==> src/rtl/svu_pkg.sv <==
// shared widths, latencies and pipeline sideband types for the seek steering unit
package svu_pkg;

   localparam int WORD_W      = 32;
   localparam int SPEED_W     = 31;
   localparam int DIFF_W      = WORD_W + 1;
   localparam int MAG_W       = WORD_W;
   localparam int SQ_W        = 2 * MAG_W;
   localparam int RAD_W       = SQ_W + 1;
   localparam int ROOT_W      = (RAD_W + 1) / 2;
   localparam int NUM_W       = MAG_W + SPEED_W;
   localparam int QUO_W       = SPEED_W;
   localparam int LIM_W       = 2 * SPEED_W;
   localparam int SQRT_STAGES = ROOT_W;
   localparam int DIV_STAGES  = QUO_W;
   localparam int LINE_LEN    = SQRT_STAGES + DIV_STAGES;

   typedef struct packed {
      logic [NUM_W-1:0]         num_x;
      logic [NUM_W-1:0]         num_y;
      logic                     neg_x;
      logic                     neg_y;
      logic                     nz;
      logic signed [WORD_W-1:0] vel_x;
      logic signed [WORD_W-1:0] vel_y;
   } side1_type;

   typedef struct packed {
      logic [WORD_W-1:0] s_x;
      logic [WORD_W-1:0] s_y;
      logic [NUM_W-1:0]  num_x;
      logic [NUM_W-1:0]  num_y;
      logic              neg_x;
      logic              neg_y;
      logic              exceed;
   } side2_type;

endpackage

==> src/rtl/svu_sqrt.sv <==
// pipelined floor square root, one result bit per stage
module svu_sqrt (
   input  logic                        clock,
   input  logic [svu_pkg::RAD_W-1:0]   rad,
   output logic [svu_pkg::ROOT_W-1:0]  root
);
   import svu_pkg::*;

   localparam int REM_W = ROOT_W + 3;

   logic [REM_W-1:0]  rem_ff  [SQRT_STAGES];
   logic [ROOT_W-1:0] root_ff [SQRT_STAGES];
   logic [RAD_W:0]    rad_ff  [SQRT_STAGES];

   for (genvar g = 0; g < SQRT_STAGES; g++) begin : g_stage
      logic [REM_W-1:0]  rem_p;
      logic [ROOT_W-1:0] root_p;
      logic [RAD_W:0]    rad_p;
      logic [REM_W-1:0]  rem_s;
      logic [REM_W-1:0]  trial;
      logic              ge;
      logic [REM_W-1:0]  rem_in;
      logic [ROOT_W-1:0] root_in;
      logic [RAD_W:0]    rad_in;

      if (g == 0) begin : g_first
         assign rem_p  = '0;
         assign root_p = '0;
         assign rad_p  = {1'b0, rad};
      end else begin : g_next
         assign rem_p  = rem_ff[g-1];
         assign root_p = root_ff[g-1];
         assign rad_p  = rad_ff[g-1];
      end

      assign rem_s   = {rem_p[REM_W-3:0], rad_p[RAD_W:RAD_W-1]};
      assign trial   = {1'b0, root_p, 2'b01};
      assign ge      = rem_s >= trial;
      assign rem_in  = ge ? rem_s - trial : rem_s;
      assign root_in = {root_p[ROOT_W-2:0], ge};
      assign rad_in  = {rad_p[RAD_W-2:0], 2'b00};

      always_ff @(posedge clock) begin
         rem_ff[g]  <= rem_in;
         root_ff[g] <= root_in;
         rad_ff[g]  <= rad_in;
      end
   end

   assign root = root_ff[SQRT_STAGES-1];

endmodule

==> config.mk <==
export PLATFORM = sky130hd
export DESIGN_NAME = svu_sqrt
export DESIGN_NICKNAME = d
export VERILOG_FILES = /design/src/rtl/svu_pkg.sv /design/src/rtl/svu_sqrt.sv
export SDC_FILE = /design/constraint.sdc
export NUM_CORES = 2
export LEC_CHECK = 0
export BUFFER_PORTS_ARGS = -buffer_cell sky130_fd_sc_hd__buf_2
export CORE_ASPECT_RATIO = 2
export CORE_MARGIN = 2
export CORE_UTILIZATION = 48
export DETAILED_ROUTE_END_ITERATION = 16
export GPL_TIMING_DRIVEN = 0
export PLACE_DENSITY = 0.67
export SLEW_MARGIN = 10
export SYNTH_ARGS = -nofsm -noshare
export SYNTH_HDL_FRONTEND = slang
export SYNTH_MEMORY_MAX_BITS = 65536
export SYNTH_SLANG_ARGS = --single-unit
==> constraint.sdc <==
create_clock -name clock -period 10 [get_ports clock]
set_clock_uncertainty 0.1 [all_clocks]
set_input_delay 3 -clock clock [delete_from_list [all_inputs] [get_ports clock]]
set_output_delay 3 -clock clock [all_outputs]
set_load 0.02 [all_outputs]
Yosys cells after proc, flatten, opt, wreduce, memory -nomap -nowiden:

Memories as Yosys holds them, arrays and structs flattened.
Cells that the tools add are included.

* register bits: 0
* bits in writable memories: 4389
* bits of input ports: 66
* output and inout bits: 33
* logic and storage cells: 102
* memories kept: 3

Memories
* rad_ff: words 33, bits a word 64, read ports 32, clocked after memory_dff 0, wr ports 33, line svu_sqrt.sv:13 `logic [RAD_W:0] rad_ff [SQRT_STAGES];`
* rem_ff: words 33, bits a word 36, read ports 32, clocked after memory_dff 0, wr ports 33, line svu_sqrt.sv:11 `logic [REM_W-1:0] rem_ff [SQRT_STAGES];`
* root_ff: words 33, bits a word 33, read ports 33, clocked after memory_dff 0, wr ports 33, line svu_sqrt.sv:12 `logic [ROOT_W-1:0] root_ff [SQRT_STAGES];`

* $add $sub $neg: 33
* order comparisons: 33
* mux-type cells: 33

Operators by type and width (number)
* two-way mux 36 bit: 33
* >= comparator 36 x 35 -> 1 bit: 32
* subtractor 36 x 35 -> 36 bit: 32
* subtractor 1 x 1 -> 2 bit, second input constant: 1
* >= comparator 1 bit, second input constant: 1

Logic depth before layout (Yosys ltp):

An unclocked memory read counts as a cell.

* word-level depth: 3
* depth in mapped cells: 16
* mapped depth without buffers: 13

Worst setup path before layout:

Ideal clock, no wire load.

* kind: flip-flop to output port
* start: mem root_ff[32][0] in the netlist's numbering
* end: out root[0] in the netlist's numbering
* arrival time: 395 ps
* required time: 6900 ps
* setup slack: 6505 ps
* cell stages (with the launch flop): 1
* path buffers: 0
* cells stage by stage: dfxtp_1

RTL lines
* from (decl): line svu_sqrt.sv:12
* to (decl): line svu_sqrt.sv:5 `output logic [svu_pkg::ROOT_W-1:0] root`

==> reports/metrics.yaml <==
cts_buffer_depth: 4
slew_headroom_pct: 3.59
place.gp.congestion: 1.04
critical_path_arrival_ps: 7870
critical_path_buf_inv_count: 3
final_area_mm2: 0.108
status: "completed"
ir_drop_v: 0.000178
cts_hold_buf: 0
p_total_uw: 27000
synth.most_common_cell: "dfxtp_1"
hold_depth: 0
grt_max_degree: 18
cts_tree: "yes"
fin_setup_tns_ps: 0
clock_latency_ps: 900
rows: 232
ys_types: 89
synth_area_mm2: 0.0963
holdPathEnd: "rad_ff[0][464]$_DFF_P_"
final.min_clock_period_ps: 7370
core_area_mm2: 0.199
hold_violations: 0
io-pin-count: 99
crit_family: "compound AO/OA/AOI/OAI gates"
fmax_ghz: 0.136
antenna_found_initial: 13
die_x_um: 321
synth_area_leaders: "dfxtp_1 (55%), ha_1 (7.7%), xnor2_1 (4.0%)"
r2r_end: "rem_ff[0][1037]$_DFF_P_"
min-delay-start: "rad_ff[0][398]$_DFF_P_"
max_stage_delay_ps: 1070
route.detailed.wl_per_inst_um: 20.5
critPathSlowestCell: "a311oi_1"
yosysSeqAreaShare_pct: 55.0
fin_crit_sh_pct: 73.7
setup_viol_count_final: 0
r2r_cells: 13
clkTransAtPathRegs_ps: 70
io_buffers: 98
powerDensity_mw_per_mm2: 250
dpl.hpwl_um: 205000
track_usage_pct: 24.8
firstDrtPassIters: 5
rsz0062_at_grt: "no"
crit_chain: "inv_1, ha_1, nor2b_1, o21ai_0, a21boi_0, o41ai_1, and2_1, o31a_1, o21ai_0, a311oi_1, clkbuf_1, clkbuf_1, o21ai_0"
cpMostUsedCell: "o21ai_0"
initial_core_util_pct: 48.3
crit_path_end_kind: "flip-flop"
cellLeakagePower_uw: 0.0509
postCtsResizedCells: 0
timing.rr.start: "root_ff[27][0]$_DFF_P_"
worstMarginPinSlew_ps: 1430
grt_pass1_vias: 70600
grt_pass1_wl_um: 388000
final_antenna_net_count: 0
synth-edff-count: 0
max_cap_viol_count: 0
start_kind: "flip-flop"
clk_root_buffer_cell: "clkbuf_16"
nets: 10500
post_cts_buffers: 0
wl_um: 258000
crit_type: "reg -> reg"
cts_buffers: 225
dpl_cell_area_mm2: 0.100
dieHeight_um: 638
ys_ff_latch: 2649
drv_slew: 0
synthToLayoutAreaGrowth_pct: 12.0
ys.warnings.count: 0
dieArea_mm2: 0.205
yosysTopAreaCellShare_pct: 55.0
synthArstFlopShare_pct: 0
path_max_fanout: 10
hold_class: "reg -> reg"
drtIter0Drc: 2748
synth_nets: 10100
synthCells: 9472
clock_sinks: 2649
synth_largest_area_cell: "dfxtp_1"
synthFlopType: "dfxtp_1"
crit_required_ps: 10500
grt_remaining_overflow: 0
drc: 0
cts_max_level: 4
via_per_inst: 5.35
synthTopCellsByCount: "dfxtp_1 (2649), inv_1 (769), nand2_1 (626), a21oi_1 (619), nor2_1 (609)"
layout-drive-gt1-share_pct: 6.61
reg2reg_slack_ps: 2630
via_count: 67200
syn_area_per_cell_um2: 10.2
==> worst max-delay path by stage <==
stage                                       from  cells after the start                 endpoint
after global placement    root_ff[27][0]$_DFF_P_                     13  rem_ff[0][1037]$_DFF_P_
after floorplan           root_ff[32][0]$_DFF_P_                      0                  root[0]
after global routing      root_ff[27][0]$_DFF_P_                     13  rem_ff[0][1037]$_DFF_P_
after detailed placement  root_ff[27][0]$_DFF_P_                     13  rem_ff[0][1037]$_DFF_P_
after CTS                 root_ff[27][0]$_DFF_P_                     13  rem_ff[0][1037]$_DFF_P_
final                     root_ff[27][0]$_DFF_P_                     13  rem_ff[0][1037]$_DFF_P_
==> where the power goes <==
part	switching, uW	internal (uW)	leakage [uW]
logic	2620	1880	0.0249
clock network	3850	5230	0.00378
registers	1210	12200	0.0222
total	7680	19300	0.0509
==> stage by stage <==
stage | std cells | hold slack, ps | worst slack [ps] | util [%]
floorplan | 9472 | 210 | 6500 | -
finish | 12600 | 169 | 2630 | 54.1
detailed placement | 12100 | 212 | 3350 | 50.2
global placement | 12100 | 209 | 3280 | 50.2
global route | 12600 | 187 | 2600 | 54.1
CTS | 12600 | 169 | 3350 | 54.1
==> cells by family (layout without fill, tap and decap cells) <==
family                     Yosys count  after routing  synth area share, %
xor gates and xnor gates           849            849                 7.72
and+or+nand+nor                   2425           2425                 12.4
other                                1              9              0.00389
DFF                               2649           2649                 55.0
muxes                               84             84                0.977
adders and majority gates          594            594                 7.72
AOI/OAI and AO/OA                 1927           1927                 12.5
buffers and inverters              943           1453                 3.69
==> cell usage in the layout (no fill, tap or decap), types with 80 or more instances in the layout <==
| cell type | n |
|---|---|
| or3_1 | 99 |
| a21oi_1 | 618 |
| inv_1 | 769 |
| nand2_1 | 626 |
| xnor2_1 | 442 |
| dfxtp_1 | 2649 |
| clkbuf_1 | 191 |
| ha_1 | 594 |
| o21a_1 | 122 |
| nor2b_1 | 86 |
| nand2b_1 | 125 |
| a21o_1 | 271 |
| o21ai_0 | 456 |
| nor3_1 | 251 |
| nand3_1 | 122 |
| xor2_1 | 407 |
| nor2_1 | 609 |
| nor4_1 | 100 |
| buf_2 | 102 |
| mux2_2 | 80 |
| nand4_1 | 101 |
| clkbuf_16 | 228 |
==> registers in the layout (all words and copies together) (netlist names) <==
signal and cells:
rad_ff 1056, rem_ff 1032, root_ff 561
==> metal layers <==
| metal | track usage [%] | share of wire (%) | vias to the layer above | wire (um) |
|---|---|---|---|---|
| met5 | 0 | 0.012 | - | 32 |
| met4 | 26.4 | 12 | 4 | 31700 |
| met3 | 3.30 | 2.9 | 1074 | 7430 |
| met2 | 51.3 | 57 | 1636 | 147000 |
| met1 | 17.5 | 28 | 31600 | 71500 |
| li1 | - | - | 32900 | - |
==> final cells by class <==
| cell class | instances | area [um2] |
|---|---|---|
| Inverter | 771 | 2890 |
| Clock inverter | 96 | 1300 |
| Sequential cell | 2649 | 53000 |
| Timing Repair Buffer | 103 | 539 |
| Clock buffer | 311 | 6450 |
| Multi-Input combinational cell | 5880 | 39800 |
| Buffer | 172 | 662 |
| Fill cell | 17600 | 91500 |
| Antenna cell | 8 | 20.0 |
| Tap cell | 2574 | 3220 |
No activity file was read; power rests on OpenSTA's default activity.
