===== src/rtl/svu_pkg.sv =====
// shared widths, latencies and pipeline sideband types for the seek steering unit
package svu_pkg;

   localparam int WORD_W      = 32;
   localparam int SPEED_W     = 31;
   localparam int DIFF_W      = WORD_W + 1;
   localparam int MAG_W       = WORD_W;
   localparam int SQ_W        = 2 * MAG_W;
   localparam int RAD_W       = SQ_W + 1;
   localparam int ROOT_W      = (RAD_W + 1) / 2;
   localparam int NUM_W       = MAG_W + SPEED_W;
   localparam int QUO_W       = SPEED_W;
   localparam int LIM_W       = 2 * SPEED_W;
   localparam int SQRT_STAGES = ROOT_W;
   localparam int DIV_STAGES  = QUO_W;
   localparam int LINE_LEN    = SQRT_STAGES + DIV_STAGES;

   typedef struct packed {
      logic [NUM_W-1:0]         num_x;
      logic [NUM_W-1:0]         num_y;
      logic                     neg_x;
      logic                     neg_y;
      logic                     nz;
      logic signed [WORD_W-1:0] vel_x;
      logic signed [WORD_W-1:0] vel_y;
   } side1_type;

   typedef struct packed {
      logic [WORD_W-1:0] s_x;
      logic [WORD_W-1:0] s_y;
      logic [NUM_W-1:0]  num_x;
      logic [NUM_W-1:0]  num_y;
      logic              neg_x;
      logic              neg_y;
      logic              exceed;
   } side2_type;

endpackage


===== src/rtl/svu_div.sv =====
// pipelined restoring divider, one quotient bit per stage
module svu_div (
   input  logic                        clock,
   input  logic [svu_pkg::NUM_W-1:0]   num,
   input  logic [svu_pkg::ROOT_W-1:0]  den,
   output logic [svu_pkg::QUO_W-1:0]   quo
);
   import svu_pkg::*;

   logic [ROOT_W-1:0] rem_ff [DIV_STAGES];
   logic [QUO_W-1:0]  low_ff [DIV_STAGES];
   logic [ROOT_W-1:0] den_ff [DIV_STAGES];
   logic [QUO_W-1:0]  quo_ff [DIV_STAGES];

   for (genvar g = 0; g < DIV_STAGES; g++) begin : g_stage
      logic [ROOT_W-1:0] rem_p;
      logic [QUO_W-1:0]  low_p;
      logic [ROOT_W-1:0] den_p;
      logic [QUO_W-1:0]  quo_p;
      logic [ROOT_W:0]   rem_s;
      logic              ge;
      logic [ROOT_W:0]   diff;
      logic [ROOT_W-1:0] rem_in;
      logic [QUO_W-1:0]  low_in;
      logic [QUO_W-1:0]  quo_in;

      if (g == 0) begin : g_first
         assign rem_p = ROOT_W'(num[NUM_W-1:QUO_W]);
         assign low_p = num[QUO_W-1:0];
         assign den_p = den;
         assign quo_p = '0;
      end else begin : g_next
         assign rem_p = rem_ff[g-1];
         assign low_p = low_ff[g-1];
         assign den_p = den_ff[g-1];
         assign quo_p = quo_ff[g-1];
      end

      assign rem_s  = {rem_p, low_p[QUO_W-1]};
      assign ge     = rem_s >= {1'b0, den_p};
      assign diff   = rem_s - {1'b0, den_p};
      assign rem_in = ge ? diff[ROOT_W-1:0] : rem_s[ROOT_W-1:0];
      assign low_in = {low_p[QUO_W-2:0], 1'b0};
      assign quo_in = {quo_p[QUO_W-2:0], ge};

      always_ff @(posedge clock) begin
         rem_ff[g] <= rem_in;
         low_ff[g] <= low_in;
         den_ff[g] <= den_p;
         quo_ff[g] <= quo_in;
      end
   end

   assign quo = quo_ff[DIV_STAGES-1];

endmodule


===== config.mk =====
export PLATFORM = sky130hd
export DESIGN_NAME = svu_div
export DESIGN_NICKNAME = d
export VERILOG_FILES = /design/src/rtl/svu_pkg.sv /design/src/rtl/svu_div.sv
export SDC_FILE = /design/constraint.sdc
export NUM_CORES = 2
export LEC_CHECK = 0
export BUFFER_PORTS_ARGS = -buffer_cell sky130_fd_sc_hd__clkbuf_2
export CELL_PAD_IN_SITES_DETAIL_PLACEMENT = 1
export CELL_PAD_IN_SITES_GLOBAL_PLACEMENT = 2
export CORE_ASPECT_RATIO = 1.2
export CORE_UTILIZATION = 29
export DETAILED_ROUTE_END_ITERATION = 10
export GPL_ROUTABILITY_DRIVEN = 0
export PLACE_DENSITY_LB_ADDON = 0.25
export SLEW_MARGIN = 20
export SYNTH_ARGS = -nofsm -noshare
export SYNTH_HDL_FRONTEND = slang
export SYNTH_SLANG_ARGS = --single-unit

===== constraint.sdc =====
create_clock -name clock -period 4.55 [get_ports clock]
set_input_delay 0.2275 -clock clock [delete_from_list [all_inputs] [get_ports clock]]
set_output_delay 0.2275 -clock clock [all_outputs]
set_load 0.01 [all_outputs]

# Yosys cells after proc, flatten, opt, wreduce, memory -nomap -nowiden
# Memories as Yosys holds them, arrays and structs flattened.
# Index checks and enable logic that the tools add are counted.
# classes
div_mod_pow	0
mux	31
shift	0
n_addsub	31
mul	0
eq_ne	0
order_cmp	31
reduce_logical	0
bitwise_logic	0
# ops
operator	count
33-bit two-way mux	31
33-bit subtractor	31
34-bit by 33-bit greater-or-equal comparator with 1-bit output	30
33-bit greater-or-equal comparator	1
# word_totals
mem_bits_rw	3937
in_bits	97
mem_bits_ro	0
latchBits	0
out_inout_bits	31
word_cells	97
memories	4
regBits	0
# memory_table
name	words	width	read_ports	rd_ports_with_merged_regs	write_ports	line	source
den_ff	31	33	30	0	31	svu_div.sv:12	logic [ROOT_W-1:0] den_ff [DIV_STAGES];
rem_ff	31	33	30	0	31	svu_div.sv:10	logic [ROOT_W-1:0] rem_ff [DIV_STAGES];
quo_ff	31	31	31	0	31	svu_div.sv:13	logic [QUO_W-1:0] quo_ff [DIV_STAGES];
low_ff	31	30	30	0	31	svu_div.sv:11	logic [QUO_W-1:0] low_ff [DIV_STAGES];

# Depth between registers and ports, before layout
# An unclocked memory read counts as a cell.
# logic_depth
depth_word	3
mapped_depth	17
ltp_nobuf	15

# Least setup slack after synthesis
# No wires, ideal clock.
# synth_timing
kind	flip-flop to flip-flop
startpoint	mem low_ff[7][29] (netlist bit)
endpoint	mem rem_ff[0][279] (netlist bit)
n_path_buf	1
slack_ns	0.919
t_required_ns	4.429
synth_period_minus_slack_ns	3.631
arrival_time_ns	3.510
path_stages_with_launch	16
setup_time_ns	0.121
cell_sequence	dfxtp_1 -> inv_1 -> ha_1 -> inv_1 -> fa_1 -> a21oi_1 -> o21bai_1 -> o31a_1 -> a31o_2 -> a31oi_1 -> nor3_1 -> a21oi_1 -> o311ai_1 -> a311oi_2 -> buf_2 -> mux2_2
# synth_lines
item	line
start, declared	svu_div.sv:11
end, declared	svu_div.sv:10

==> metrics.cfg <==
[run_status]
status=complete, no violations

[sta]
rsz0062_at_grt=no
finalMaxSlewViolations=0
period_needed_ns=4.31
fin_tns_setup_ns=0
hold_viol_final=0
worst_pin_slew_ns=0.915
fin_worst_skew_ns=0.0591
post-route-period-util=0.947
setup_viol=0
fmaxAchievable_mhz=232
max_slew_margin=0.389
whs_ns=0.0547

[synthesis]
ys_types=95
seq_area_frac_synth=0.476
yosysWarnings=0
syn_nets=13900
synth_area_per_cell_sq_um=9.71
synth_cells=12700
syn_area_sq_um=124000
async_flop_share=0
ys_ff_latch=2941
synth-edff-count=0
synthFlopType=dfxtp_1

[place]
placed_area_sq_um=132000
hpwl_mm=280
port_buffers=127

[setup_path]
critical_path_required_ns=5.36
worstPathMaxFanout=28
cp_slowest_cell=dfxtp_1
crit_path_end_kind=register
crit_type=register to register
r2r_end=rem_ff[0][399]
crit_chain=ha_1, inv_1, fa_1, a21oi_1, o21ai_1, a221o_1, o41a_1, a211oi_2, o21ai_2, a41oi_2, o211a_4, inv_2, buf_12, mux2_1
rrSetupSlack_ns=0.24
r2r-start=den_ff[11][0]
cp-start-kind=register
reg2reg_depth=14
critPathMaxStageDelay_ns=0.54
cp_data_arrival_time_ns=5.12

[floorplan]
boundaryPins=128
start_util=0.291
fp.dieH_um=717
dieArea_sq_um=429000
die_w_um=598
core-area_sq_um=424000
rows=262

[global_route]
overflow=0
grt_max_degree=58
grt_pass1_vias=92900
grt_use_total=0.161
antenna_found_initial=6
grt_pass1_wl_mm=542

[min_path]
hold_path_depth=2
hp-start=num[16]
hold_path_end=low_ff[0][16]
hold_class=input pin to register

[drt]
drt_iter0_markers=3274
firstDrtPassIters=7
routed_wl_mm=351
viasPerCell=4.60
post_drt_wl_per_cell_um=18.3
ant_nets=0
post-route-drc-count=0
vias=88400

[pwr]
p_clk_frac=0.233
p_int_mw=75.4
peakVddDrop_mv=0.441
power_frac_comb=0.449
power_frac_seq=0.318
power_density_nw_per_um2=841
p_sw_mw=46.8
sw_frac_of_total=0.383
p_leak_nw=66.1

[final_layout]
nFillCells=48000
layout-drive-gt1-share=0.0966
multi_input_area_sq_um=58900
area_growth_pct=17.6
final_common_cell=dfxtp_1
nNetsFinal=14400
final_cell_mix=dfxtp_1, inv_1, a21oi_1
seq_area_sq_um=58900
post-route-cell-area_sq_um=145000

[clocking]
root_buffer=clkbuf_16
htree_levels=5
clock-sinks=2941
cts_tree=built
clkTransAtPathRegs_ns=0.06
ctsResizeCount=0
clock_latency_ns=0.98
cts_buffers=331
clk_path_buf_depth=4

[flow_run]
timing.max_cap.violations=0

per-stage QoR:
| step | power, mW | util | setup WS, ns | instances |
|---|---|---|---|---|
| floorplan | 78.2 | - | 0.919 | 12700 |
| global placement | 94.7 | 0.310 | 0.300 | 18400 |
| detailed placement | 94.7 | 0.310 | 0.287 | 18400 |
| CTS | 124 | 0.343 | 0.225 | 19200 |
| global route | 132 | 0.343 | 0.0244 | 19200 |
| finish | 122 | 0.343 | 0.240 | 19200 |
registers in the layout (all words and copies together) (netlist names):
register / flops
den_ff: 990
rem_ff: 990
quo_ff: 496
low_ff: 465
per-layer routing:
| layer | track usage | wire length, um |
|---|---|---|
| met5 | 0 | 0 |
| met4 | 0.0441 | 9520 |
| met3 | 0.0189 | 8640 |
| met2 | 0.301 | 180000 |
| met1 | 0.190 | 153000 |
synth_stat cells (all sizes together) (20+ instances only):
cell type,instances,share of area
nor2b,119,0.0060
dfxtp,2941,0.48
nand4,127,0.0064
inv,1335,0.041
a211oi,90,0.0056
a31oi,98,0.0050
a211o,36,0.0026
a41oi,22,0.0016
and2,50,0.0025
a31o,29,0.0021
xor2,291,0.021
o21bai,177,0.011
mux2,402,0.037
nor2,721,0.022
o31ai,82,0.0050
clkbuf,206,0.0063
buf,48,0.0020
a21o,571,0.035
a221o,20,0.0016
nor4,37,0.0019
a221oi,26,0.0019
a311oi,21,0.0017
and3,82,0.0042
xnor2,524,0.037
nor3,148,0.0060
nand2b,110,0.0056
o211ai,56,0.0034
fa,30,0.0049
or2,48,0.0024
o21ai,679,0.028
o31a,28,0.0020
nand2,762,0.023
nand3,192,0.0078
mux2i,24,0.0019
a2111oi,22,0.0018
a21oi,1106,0.045
ha,1023,0.10
o21a,132,0.0080
a21boi,35,0.0021
or3,50,0.0025
cells by family after synthesis:
logic type	synth area share
buf+inv	0.0488
flops	0.476
mux	0.0394
simple gates	0.0968
fa+ha+maj	0.108
xor+xnor	0.0577
compound gates	0.172
repair_timing:
| action | in CTS | in global routing |
|---|---|---|
| hold endpoints to repair | 96 | 0 |
| buffers inserted | 0 | 0 |
| setup endpoints to repair | 0 | 0 |
| hold buffers | 202 | 0 |
worst max-delay path, delay by kind of cell, from the launching register on:
family | cells | cell delay (ns)
fa+ha+maj | 2 | 0.64
flops | 1 | 0.54
compound gates | 8 | 2.29
mux | 1 | 0.35
buf+inv | 3 | 0.34
cell type report:
| type | instances | share of cell area |
|---|---|---|
| repair buffers | 445 | 0.0258 |
| diodes | 5 | 0.0000861 |
| clock inverters | 170 | 0.0166 |
| clock buffers | 441 | 0.0645 |
| flip-flops and latches | 2941 | 0.405 |
| inverters | 1335 | 0.0345 |
| multi-input cells | 8202 | 0.405 |
| well taps | 5676 | 0.0488 |
worst max-delay path by stage:
stage	from	to	slack [ns]	depth (start not counted)
detailed placement	den_ff[11][0]	rem_ff[0][399]	0.29	14
global placement	den_ff[11][0]	rem_ff[0][399]	0.30	14
finish	den_ff[11][0]	rem_ff[0][399]	0.24	14
floorplan	low_ff[7][29]	rem_ff[0][279]	0.92	15
CTS	den_ff[11][0]	rem_ff[0][399]	0.22	14
global route	den_ff[21][0]	rem_ff[1][202]	0.02	12
power groups by stage:
stage	clock network [mW]	logic [mW]	registers, mW
after floorplan	0	41.7	36.5
after global placement	0	54.9	39.9
after detailed placement	0	55.0	39.7
after CTS	29.6	55.6	39.2
after global routing	30.7	61.7	39.7
final	28.5	54.9	38.8
No activity file was read; power rests on OpenSTA's default activity.
